$ cat config.mk
export PLATFORM = sky130hd
export DESIGN_NAME = bus_action_record_interpreter_unit
export DESIGN_NICKNAME = d
export VERILOG_FILES = /design/src/design/bari_pkg.sv /design/src/design/bari_decode.sv /design/src/design/bari_exec.sv /design/src/design/bari_out.sv /design/src/design/bus_action_record_interpreter_unit.sv
export VERILOG_INCLUDE_DIRS = /design/src /design/src/design
export SDC_FILE = /design/constraint.sdc
export NUM_CORES = 1
export LEC_CHECK = 0
export ABC_CLOCK_PERIOD_IN_PS = 12890
export BUFFER_PORTS_ARGS = -buffer_cell sky130_fd_sc_hd__buf_2
export CAP_MARGIN = 15
export CORE_UTILIZATION = 27
export CTS_CLUSTER_DIAMETER = 100
export CTS_CLUSTER_SIZE = 30
export DETAILED_ROUTE_END_ITERATION = 10
export PLACE_DENSITY = 0.46
export SETUP_SLACK_MARGIN = 0.05
export SLEW_MARGIN = 40
export SYNTH_ARGS = -nofsm -noshare
export SYNTH_HDL_FRONTEND = slang
export SYNTH_SLANG_ARGS = --single-unit
$ cat constraint.sdc
create_clock -name i_clk -period 12.89 [get_ports i_clk]
set_input_delay 0.6445 -clock i_clk [delete_from_list [all_inputs] [get_ports i_clk]]
set_output_delay 0.6445 -clock i_clk [all_outputs]
set_load 0.02 [all_outputs]
$ cat src/design/bus_action_record_interpreter_unit_macros.svh
// assertion helpers for the record interpreter
`ifndef BUS_ACTION_RECORD_INTERPRETER_UNIT_MACROS_SVH
`define BUS_ACTION_RECORD_INTERPRETER_UNIT_MACROS_SVH

// same-cycle implication, checked outside reset
`define BARI_ASSERT_NOW(label, clk, rst_n, ante, cons) \
    label: assert property (@(posedge clk) disable iff (!(rst_n)) (ante) |-> (cons)) \
        else $error("record interpreter check failed");

// next-cycle implication, checked outside reset
`define BARI_ASSERT_NEXT(label, clk, rst_n, ante, cons) \
    label: assert property (@(posedge clk) disable iff (!(rst_n)) (ante) |=> (cons)) \
        else $error("record interpreter check failed");

`endif

$ cat src/design/bari_pkg.sv
`default_nettype none
package bari_pkg;

    // action kinds on the result channel
    typedef logic [3:0] t_kind;
    localparam t_kind KIND_RD32    = 4'd0;
    localparam t_kind KIND_RD64    = 4'd1;
    localparam t_kind KIND_WR32    = 4'd2;
    localparam t_kind KIND_WR64    = 4'd3;
    localparam t_kind KIND_RDIGN32 = 4'd4;
    localparam t_kind KIND_RDIGN64 = 4'd5;
    localparam t_kind KIND_POLL32  = 4'd6;
    localparam t_kind KIND_POLL64  = 4'd7;
    localparam t_kind KIND_END     = 4'd8;
    localparam t_kind KIND_ERROR   = 4'd9;

    // record opcodes
    typedef logic [7:0] t_opcode;
    localparam t_opcode OP_END         = 8'h01;
    localparam t_opcode OP_SET_ID      = 8'h09;
    localparam t_opcode OP_SET_ADDR    = 8'h12;
    localparam t_opcode OP_RD32        = 8'h19;
    localparam t_opcode OP_RD64        = 8'h22;
    localparam t_opcode OP_WR32        = 8'h29;
    localparam t_opcode OP_WR64        = 8'h32;
    localparam t_opcode OP_INC_RD32    = 8'h39;
    localparam t_opcode OP_INC_RD64    = 8'h42;
    localparam t_opcode OP_INC_WR32    = 8'h49;
    localparam t_opcode OP_INC_WR64    = 8'h52;
    localparam t_opcode OP_ZERO32      = 8'h58;
    localparam t_opcode OP_ZERO64      = 8'h60;
    localparam t_opcode OP_INC_ZERO32  = 8'h68;
    localparam t_opcode OP_INC_ZERO64  = 8'h70;
    localparam t_opcode OP_RDIGN32     = 8'h79;
    localparam t_opcode OP_RDIGN64     = 8'h82;
    localparam t_opcode OP_INC_RDIGN32 = 8'h89;
    localparam t_opcode OP_INC_RDIGN64 = 8'h92;
    localparam t_opcode OP_POLL32      = 8'h99;
    localparam t_opcode OP_POLL64      = 8'hA2;
    localparam t_opcode OP_SET_NMASK   = 8'hA9;
    localparam t_opcode OP_SET_WMASK   = 8'hB2;

    // address step sizes
    localparam logic [63:0] ADDR_STEP_NARROW = 64'd4;
    localparam logic [63:0] ADDR_STEP_WIDE   = 64'd8;

    // decoded control for one record
    typedef struct packed {
        logic  emit;
        t_kind kind;
        logic  is_wide;
        logic  has_mask;
        logic  zero_val;
        logic  addr_inc;
        logic  set_target;
        logic  set_addr;
        logic  set_nmask;
        logic  set_wmask;
        logic  stop;
    } t_dec;

    // one result beat
    typedef struct packed {
        t_kind       kind;
        logic [31:0] target_id;
        logic [63:0] bus_address;
        logic [63:0] data_value;
        logic [63:0] compare_mask;
    } t_result;

endpackage
`default_nettype wire

$ cat src/design/bari_decode.sv
`default_nettype none
module bari_decode
    import bari_pkg::*;
(
    input  wire logic [7:0] i_opcode,
    output t_dec            o_dec
);

    // opcode to control fields
    always_comb begin
        o_dec          = '0;
        o_dec.emit     = 1'b1;
        o_dec.has_mask = 1'b1;
        o_dec.kind     = KIND_ERROR;
        case (i_opcode)
            OP_END: begin
                o_dec.kind     = KIND_END;
                o_dec.is_wide  = 1'b1;
                o_dec.has_mask = 1'b0;
                o_dec.zero_val = 1'b1;
                o_dec.stop     = 1'b1;
            end
            OP_SET_ID: begin
                o_dec.emit       = 1'b0;
                o_dec.set_target = 1'b1;
            end
            OP_SET_ADDR: begin
                o_dec.emit     = 1'b0;
                o_dec.set_addr = 1'b1;
            end
            OP_SET_NMASK: begin
                o_dec.emit      = 1'b0;
                o_dec.set_nmask = 1'b1;
            end
            OP_SET_WMASK: begin
                o_dec.emit      = 1'b0;
                o_dec.set_wmask = 1'b1;
            end
            OP_RD32: begin
                o_dec.kind = KIND_RD32;
            end
            OP_INC_RD32: begin
                o_dec.kind     = KIND_RD32;
                o_dec.addr_inc = 1'b1;
            end
            OP_RD64: begin
                o_dec.kind    = KIND_RD64;
                o_dec.is_wide = 1'b1;
            end
            OP_INC_RD64: begin
                o_dec.kind     = KIND_RD64;
                o_dec.is_wide  = 1'b1;
                o_dec.addr_inc = 1'b1;
            end
            OP_POLL32: begin
                o_dec.kind = KIND_POLL32;
            end
            OP_POLL64: begin
                o_dec.kind    = KIND_POLL64;
                o_dec.is_wide = 1'b1;
            end
            OP_RDIGN32: begin
                o_dec.kind = KIND_RDIGN32;
            end
            OP_INC_RDIGN32: begin
                o_dec.kind     = KIND_RDIGN32;
                o_dec.addr_inc = 1'b1;
            end
            OP_RDIGN64: begin
                o_dec.kind    = KIND_RDIGN64;
                o_dec.is_wide = 1'b1;
            end
            OP_INC_RDIGN64: begin
                o_dec.kind     = KIND_RDIGN64;
                o_dec.is_wide  = 1'b1;
                o_dec.addr_inc = 1'b1;
            end
            OP_WR32: begin
                o_dec.kind = KIND_WR32;
            end
            OP_INC_WR32: begin
                o_dec.kind     = KIND_WR32;
                o_dec.addr_inc = 1'b1;
            end
            OP_ZERO32: begin
                o_dec.kind     = KIND_WR32;
                o_dec.zero_val = 1'b1;
            end
            OP_INC_ZERO32: begin
                o_dec.kind     = KIND_WR32;
                o_dec.zero_val = 1'b1;
                o_dec.addr_inc = 1'b1;
            end
            OP_WR64: begin
                o_dec.kind    = KIND_WR64;
                o_dec.is_wide = 1'b1;
            end
            OP_INC_WR64: begin
                o_dec.kind     = KIND_WR64;
                o_dec.is_wide  = 1'b1;
                o_dec.addr_inc = 1'b1;
            end
            OP_ZERO64: begin
                o_dec.kind     = KIND_WR64;
                o_dec.is_wide  = 1'b1;
                o_dec.zero_val = 1'b1;
            end
            OP_INC_ZERO64: begin
                o_dec.kind     = KIND_WR64;
                o_dec.is_wide  = 1'b1;
                o_dec.zero_val = 1'b1;
                o_dec.addr_inc = 1'b1;
            end
            default: begin
                // unknown record, including a stray start header
                o_dec.kind     = KIND_ERROR;
                o_dec.is_wide  = 1'b1;
                o_dec.has_mask = 1'b0;
                o_dec.zero_val = 1'b1;
                o_dec.stop     = 1'b1;
            end
        endcase
    end

endmodule
`default_nettype wire

$ cat src/design/bari_exec.sv
`default_nettype none
`include "bus_action_record_interpreter_unit_macros.svh"
module bari_exec
    import bari_pkg::*;
(
    input  wire logic        i_clk,
    input  wire logic        i_rst_n,
    input  wire logic        i_fire,
    input  wire t_dec        i_dec,
    input  wire logic [63:0] i_payload,
    output logic             o_res_valid,
    output t_result          o_res
);

    logic [31:0] r_target;
    logic [63:0] r_addr;
    logic [31:0] r_nmask;
    logic [63:0] r_wmask;
    logic        r_stopped;

    logic        w_live;
    logic [63:0] w_step;
    logic [63:0] n_addr;

    assign w_live = i_fire && !r_stopped;

    // address after optional load or auto increment
    assign w_step = i_dec.is_wide ? ADDR_STEP_WIDE : ADDR_STEP_NARROW;
    always_comb begin
        n_addr = r_addr;
        if (i_dec.set_addr) begin
            n_addr = i_payload;
        end else if (i_dec.addr_inc) begin
            n_addr = r_addr + w_step;
        end
    end

    // interpreter state
    always_ff @(posedge i_clk) begin
        if (!i_rst_n) begin
            r_target  <= '0;
            r_addr    <= '0;
            r_nmask   <= '1;
            r_wmask   <= '1;
            r_stopped <= 1'b0;
        end else if (w_live) begin
            r_addr <= n_addr;
            if (i_dec.set_target) begin
                r_target <= i_payload[31:0];
            end
            if (i_dec.set_nmask) begin
                r_nmask <= i_payload[31:0];
            end
            if (i_dec.set_wmask) begin
                r_wmask <= i_payload;
            end
            if (i_dec.stop) begin
                r_stopped <= 1'b1;
            end
        end
    end

    // result beat
    assign o_res_valid = w_live && i_dec.emit;
    always_comb begin
        o_res.kind        = i_dec.kind;
        o_res.target_id   = r_target;
        o_res.bus_address = n_addr;
        if (i_dec.zero_val) begin
            o_res.data_value = '0;
        end else if (i_dec.is_wide) begin
            o_res.data_value = i_payload;
        end else begin
            o_res.data_value = {32'd0, i_payload[31:0]};
        end
        if (!i_dec.has_mask) begin
            o_res.compare_mask = '0;
        end else if (i_dec.is_wide) begin
            o_res.compare_mask = r_wmask;
        end else begin
            o_res.compare_mask = {32'd0, r_nmask};
        end
    end

    // checks
    `BARI_ASSERT_NEXT(a_stop_sticks, i_clk, i_rst_n, r_stopped, r_stopped)
    `BARI_ASSERT_NEXT(a_stop_on_final, i_clk, i_rst_n, w_live && i_dec.stop, r_stopped)
    `BARI_ASSERT_NEXT(a_addr_idle, i_clk, i_rst_n, !w_live, $stable(r_addr))
    `BARI_ASSERT_NOW(a_no_beat_stopped, i_clk, i_rst_n, r_stopped, !o_res_valid)

endmodule
`default_nettype wire

$ cat src/design/bari_out.sv
`default_nettype none
module bari_out
    import bari_pkg::*;
(
    input  wire logic        i_clk,
    input  wire logic        i_rst_n,
    input  wire logic        i_load,
    input  wire t_result     i_res,
    input  wire logic        i_out_stall,
    output logic             o_free,
    output logic             o_out_valid,
    output t_result          o_res
);

    logic    r_valid;
    t_result r_res;

    // register may take a new beat when empty or draining
    assign o_free = !r_valid || !i_out_stall;

    always_ff @(posedge i_clk) begin
        if (!i_rst_n) begin
            r_valid <= 1'b0;
        end else if (o_free) begin
            r_valid <= i_load;
        end
    end

    always_ff @(posedge i_clk) begin
        if (o_free && i_load) begin
            r_res <= i_res;
        end
    end

    assign o_out_valid = r_valid;
    assign o_res       = r_res;

endmodule
`default_nettype wire

$ cat src/design/bus_action_record_interpreter_unit.sv
// Path: a record is captured in the input register, then decode and state update write the
//   result register. Throughput: one record per cycle unless the output stalls; the
//   64-bit address add sits between the two registers.
// Reset (synchronous, active low): target id and address to zero, both masks to all
//   ones, stopped flag cleared, both pipeline registers empty.
`default_nettype none
module bus_action_record_interpreter_unit
    import bari_pkg::*;
(
    input  wire logic        i_clk,
    input  wire logic        i_rst_n,
    input  wire logic        i_in_valid,
    output logic             o_in_stall,
    input  wire logic [7:0]  i_opcode,
    input  wire logic [63:0] i_payload,
    output logic             o_out_valid,
    input  wire logic        i_out_stall,
    output logic [3:0]       o_action_kind,
    output logic [31:0]      o_target_id,
    output logic [63:0]      o_bus_address,
    output logic [63:0]      o_data_value,
    output logic [63:0]      o_compare_mask
);

    logic        r_s1_valid;
    logic [7:0]  r_s1_opcode;
    logic [63:0] r_s1_payload;

    logic        w_free;
    logic        w_fire;
    logic        w_accept;
    logic        w_res_valid;
    t_dec        w_dec;
    t_result     w_res;
    t_result     w_out;

    // input stage handshake
    assign w_fire     = r_s1_valid && w_free;
    assign o_in_stall = r_s1_valid && !w_free;
    assign w_accept   = i_in_valid && !o_in_stall;

    always_ff @(posedge i_clk) begin
        if (!i_rst_n) begin
            r_s1_valid <= 1'b0;
        end else if (w_accept) begin
            r_s1_valid <= 1'b1;
        end else if (w_fire) begin
            r_s1_valid <= 1'b0;
        end
    end

    always_ff @(posedge i_clk) begin
        if (w_accept) begin
            r_s1_opcode  <= i_opcode;
            r_s1_payload <= i_payload;
        end
    end

    // decode and execute
    bari_decode u_decode (
        .i_opcode (r_s1_opcode),
        .o_dec    (w_dec)
    );

    bari_exec u_exec (
        .i_clk       (i_clk),
        .i_rst_n     (i_rst_n),
        .i_fire      (w_fire),
        .i_dec       (w_dec),
        .i_payload   (r_s1_payload),
        .o_res_valid (w_res_valid),
        .o_res       (w_res)
    );

    // result register
    bari_out u_out (
        .i_clk       (i_clk),
        .i_rst_n     (i_rst_n),
        .i_load      (w_res_valid),
        .i_res       (w_res),
        .i_out_stall (i_out_stall),
        .o_free      (w_free),
        .o_out_valid (o_out_valid),
        .o_res       (w_out)
    );

    assign o_action_kind  = w_out.kind;
    assign o_target_id    = w_out.target_id;
    assign o_bus_address  = w_out.bus_address;
    assign o_data_value   = w_out.data_value;
    assign o_compare_mask = w_out.compare_mask;

endmodule
`default_nettype wire

==> flow_metrics.env <==
export IMPL_cts_hold_buf=0
export IMPL_layout_drive_gt1_share=0.190
export IMPL_mostFrequentLayoutCell="nand2_1"
export IMPL_fin_nets=2354
export IMPL_critical_path_top_delay_family="simple AND/OR/NAND/NOR gates"
export IMPL_cp_data_required_time_ps=13360
export IMPL_endpoint="u_out.o_res[154]"
export IMPL_clock_path_buffers=3
export IMPL_finalMaxSlewViolations=0
export IMPL_path_depth=14
export IMPL_crit_path_end_kind="flip-flop"
export IMPL_syn_instance_count=2064
export IMPL_critPathKind="reg -> reg"
export IMPL_p_leak_nw=9.08
export IMPL_syn2layout_area_growth_pct=17.3
export IMPL_drc=0
export IMPL_ys_warn_count=0
export IMPL_hold_depth=1
export IMPL_first_iter_violations=1195
export IMPL_synthArstFlopShare=0
export IMPL_cts_tree="built"
export IMPL_core_sq_um=78900
export IMPL_rows=103
export IMPL_die_x_um=284
export IMPL_ios=306
export IMPL_post_cts_setup_buffers=0
export IMPL_io_buffers=305
export IMPL_syn_area_per_cell_sq_um=10.4
export IMPL_path_clk_slew_ps=120
export IMPL_mostFrequentLayoutCells="nand2_1 (432), buf_2 (304), edfxtp_1 (300), dfxtp_1 (195), nand3_1 (163)"
export IMPL_cp_cell_sequence="or4b_1 > nor3b_1 > o221ai_1 > o311ai_2 > buf_4 > ha_1 > inv_1 > fa_1 > nand3b_1 > nor4_1 > nand2_1 > a21o_1 > or4_1 > a31oi_1"
export IMPL_cp_num_buf_inv=2
export IMPL_syn_num_nets=2143
export IMPL_dp_hpwl_um=49400
export IMPL_cts_repair_resized=0
export IMPL_initial_core_util=0.273
export IMPL_wirelength_um=72900
export IMPL_rrSetupSlack_ps=6980
export IMPL_dieArea_sq_um=80800
export IMPL_cp_startpoint="r_s1_opcode[0]"
export IMPL_worst_path_largest_cell_delay_ps=800
export IMPL_skew_ps=37.1
export IMPL_gp_congestion=0.853
export IMPL_pwr_density_cell_nw_per_um2=122
export IMPL_rsz0062_at_grt="no"
export IMPL_yosysSeqAreaShare=0.600
export IMPL_numCtsBuffers=28
export IMPL_grt_ovfl_total=0
export IMPL_combPwrFrac=0.067
export IMPL_tightest_slew_ps=860
export IMPL_worstPathArrival_ps=6380
export IMPL_maxCapViolCount=0
export IMPL_cp_slowest_cell="or4b_1"
export IMPL_final_cell_area_sq_um=25200
export IMPL_finalSetupTns_ps=0
export IMPL_fp_dieH_um=284
export IMPL_antenna_found_initial=4
export IMPL_wire_per_inst_um=21.8
export IMPL_grt_util_all_layers=0.176
export IMPL_reg2reg_depth=14
export IMPL_grt_pass1_vias=16400
export IMPL_cts_max_level=1
export IMPL_grt_max_degree=90
export IMPL_synth_ff_type="edfxtp_1"
export IMPL_p_sw_w=0.000839
export IMPL_swShare=0.271
export IMPL_clk_latency_ps=640
export IMPL_via_per_inst=4.97
export IMPL_reg2reg_from="r_s1_opcode[0]"
export IMPL_setup_viol=0
export IMPL_pwr_share_seq=0.574
export IMPL_status="completed"
export IMPL_max_freq_mhz=169
export IMPL_yosys_cell_types_count=81
export IMPL_route_vias_total=16700
export IMPL_r2r_end="u_out.o_res[154]"
export IMPL_cp_max_fo=35
export IMPL_finalHoldViolCount=0
export IMPL_placed_cell_area_sq_um=24100
export IMPL_fin_crit_ps=5920
export IMPL_min_path_type="in -> reg"
export IMPL_firstDrtPassIters=6
export IMPL_max_slew_margin=0.427
export IMPL_grt_pass1_wl_um=109000
export IMPL_synth_seq_cells=495
export IMPL_synth_edf_count=300
export IMPL_synth_cell_area_sq_um=21500
export IMPL_p_int_w=0.00225
export IMPL_crit_path_start_kind="flip-flop"
export IMPL_clkPwrFrac=0.359
export IMPL_fin_crit_sh=0.459
export IMPL_drtAntennaViolNets=0
export IMPL_cts_sinks=495
export IMPL_cts_root_buf="clkbuf_16"
export IMPL_ir_worst_vdd_v=0.0000868
-- sequential cells by signal, indices dropped and copies added (netlist names) --
register and count:
r_s1_payload 64, u_exec.r_addr 64, r_s1_opcode 8, u_out.o_out_valid 1, u_exec.r_nmask 32, u_exec.r_stopped 1, r_s1_valid 1, u_exec.r_wmask 64
u_exec.r_target 32, u_out.o_res 228
-- synth_stat cells, drive strengths merged, types with 11 or more instances --
library cell	number	area share
clkbuf	126	0.022
nand3	164	0.038
nand4	34	0.011
a21oi	76	0.018
edfxtp	300	0.42
o211ai	11	0.0038
or3	12	0.0035
nor2	105	0.018
and2	105	0.031
mux2i	40	0.019
a31oi	27	0.0081
or4	12	0.0042
nand2	432	0.075
xnor2	39	0.016
buf	35	0.0084
a2111oi	11	0.012
and3	21	0.0061
nor4	20	0.0071
dfxtp	195	0.18
a22oi	12	0.0042
a211oi	17	0.0072
o21ai	77	0.018
o311ai	13	0.0053
nor3	32	0.0074
o31a	18	0.0073
-- power groups by stage --
stage | registers [W] | clock network (W) | logic (W)
2_1_floorplan | 0.00183 | 0 | 0.0000825
3_3_place_gp | 0.00181 | 0 | 0.000204
3_5_place_dp | 0.00181 | 0 | 0.000210
4_1_cts | 0.00178 | 0.00115 | 0.000211
5_1_grt | 0.00178 | 0.00120 | 0.000223
6_report | 0.00177 | 0.00111 | 0.000207
-- area by class of cell --
type                            count  area [sq um]
Sequential cell                   495         12900
Clock buffer                       36           752
Inverter                           10          37.5
Tap cell                         1050          1310
Fill cell                        8148         53600
Multi-Input combinational cell   1398          8010
Timing Repair Buffer              342          1910
Clock inverter                     16           297
Antenna cell                        4          10.0
-- logic make-up (layout without fill, tap and decap cells) --
family / after synthesis / in the layout / share of synthesized area
other cells: 0 / 4 / 0
buf+inv: 171 / 404 / 0.0322
flops: 495 / 495 / 0.600
xor+xnor: 48 / 48 / 0.0195
mux: 42 / 42 / 0.0197
fa+ha+maj: 3 / 3 / 0.00209
compound gates: 330 / 330 / 0.110
simple gates: 975 / 975 / 0.216
-- layer usage --
metal | global-route usage | share of wire
met1 | 0.234 | 0.44
met2 | 0.300 | 0.48
met3 | 0.0233 | 0.047
met4 | 0.0425 | 0.027
met5 | 0 | 0
-- worst min-delay path by stage --
stage,from,to
finish,i_payload[58],r_s1_payload[58]
global route,i_payload[44],r_s1_payload[44]
CTS,i_payload[40],r_s1_payload[40]
detailed placement,u_exec.r_target[21],u_out.o_res[213]
global placement,u_exec.r_target[19],u_out.o_res[211]
floorplan,u_exec.r_target[0],u_out.o_res[192]
-- per-stage QoR --
stage / hold WS [ps] / total power (W) / cells / setup WS (ps) / utilization
final: 176 / 0.00309 / 3351 / 6980 / 0.320
after global routing: 140 / 0.00320 / 3348 / 6670 / 0.320
after CTS: 137 / 0.00314 / 3345 / 7080 / 0.319
after detailed placement: 413 / 0.00202 / 3293 / 7070 / 0.306
after global placement: 415 / 0.00202 / 3288 / 7130 / 0.304
after floorplan: 408 / 0.00192 / 2064 / 4430 / -
Note: power is estimated with default switching activity, not from simulation.
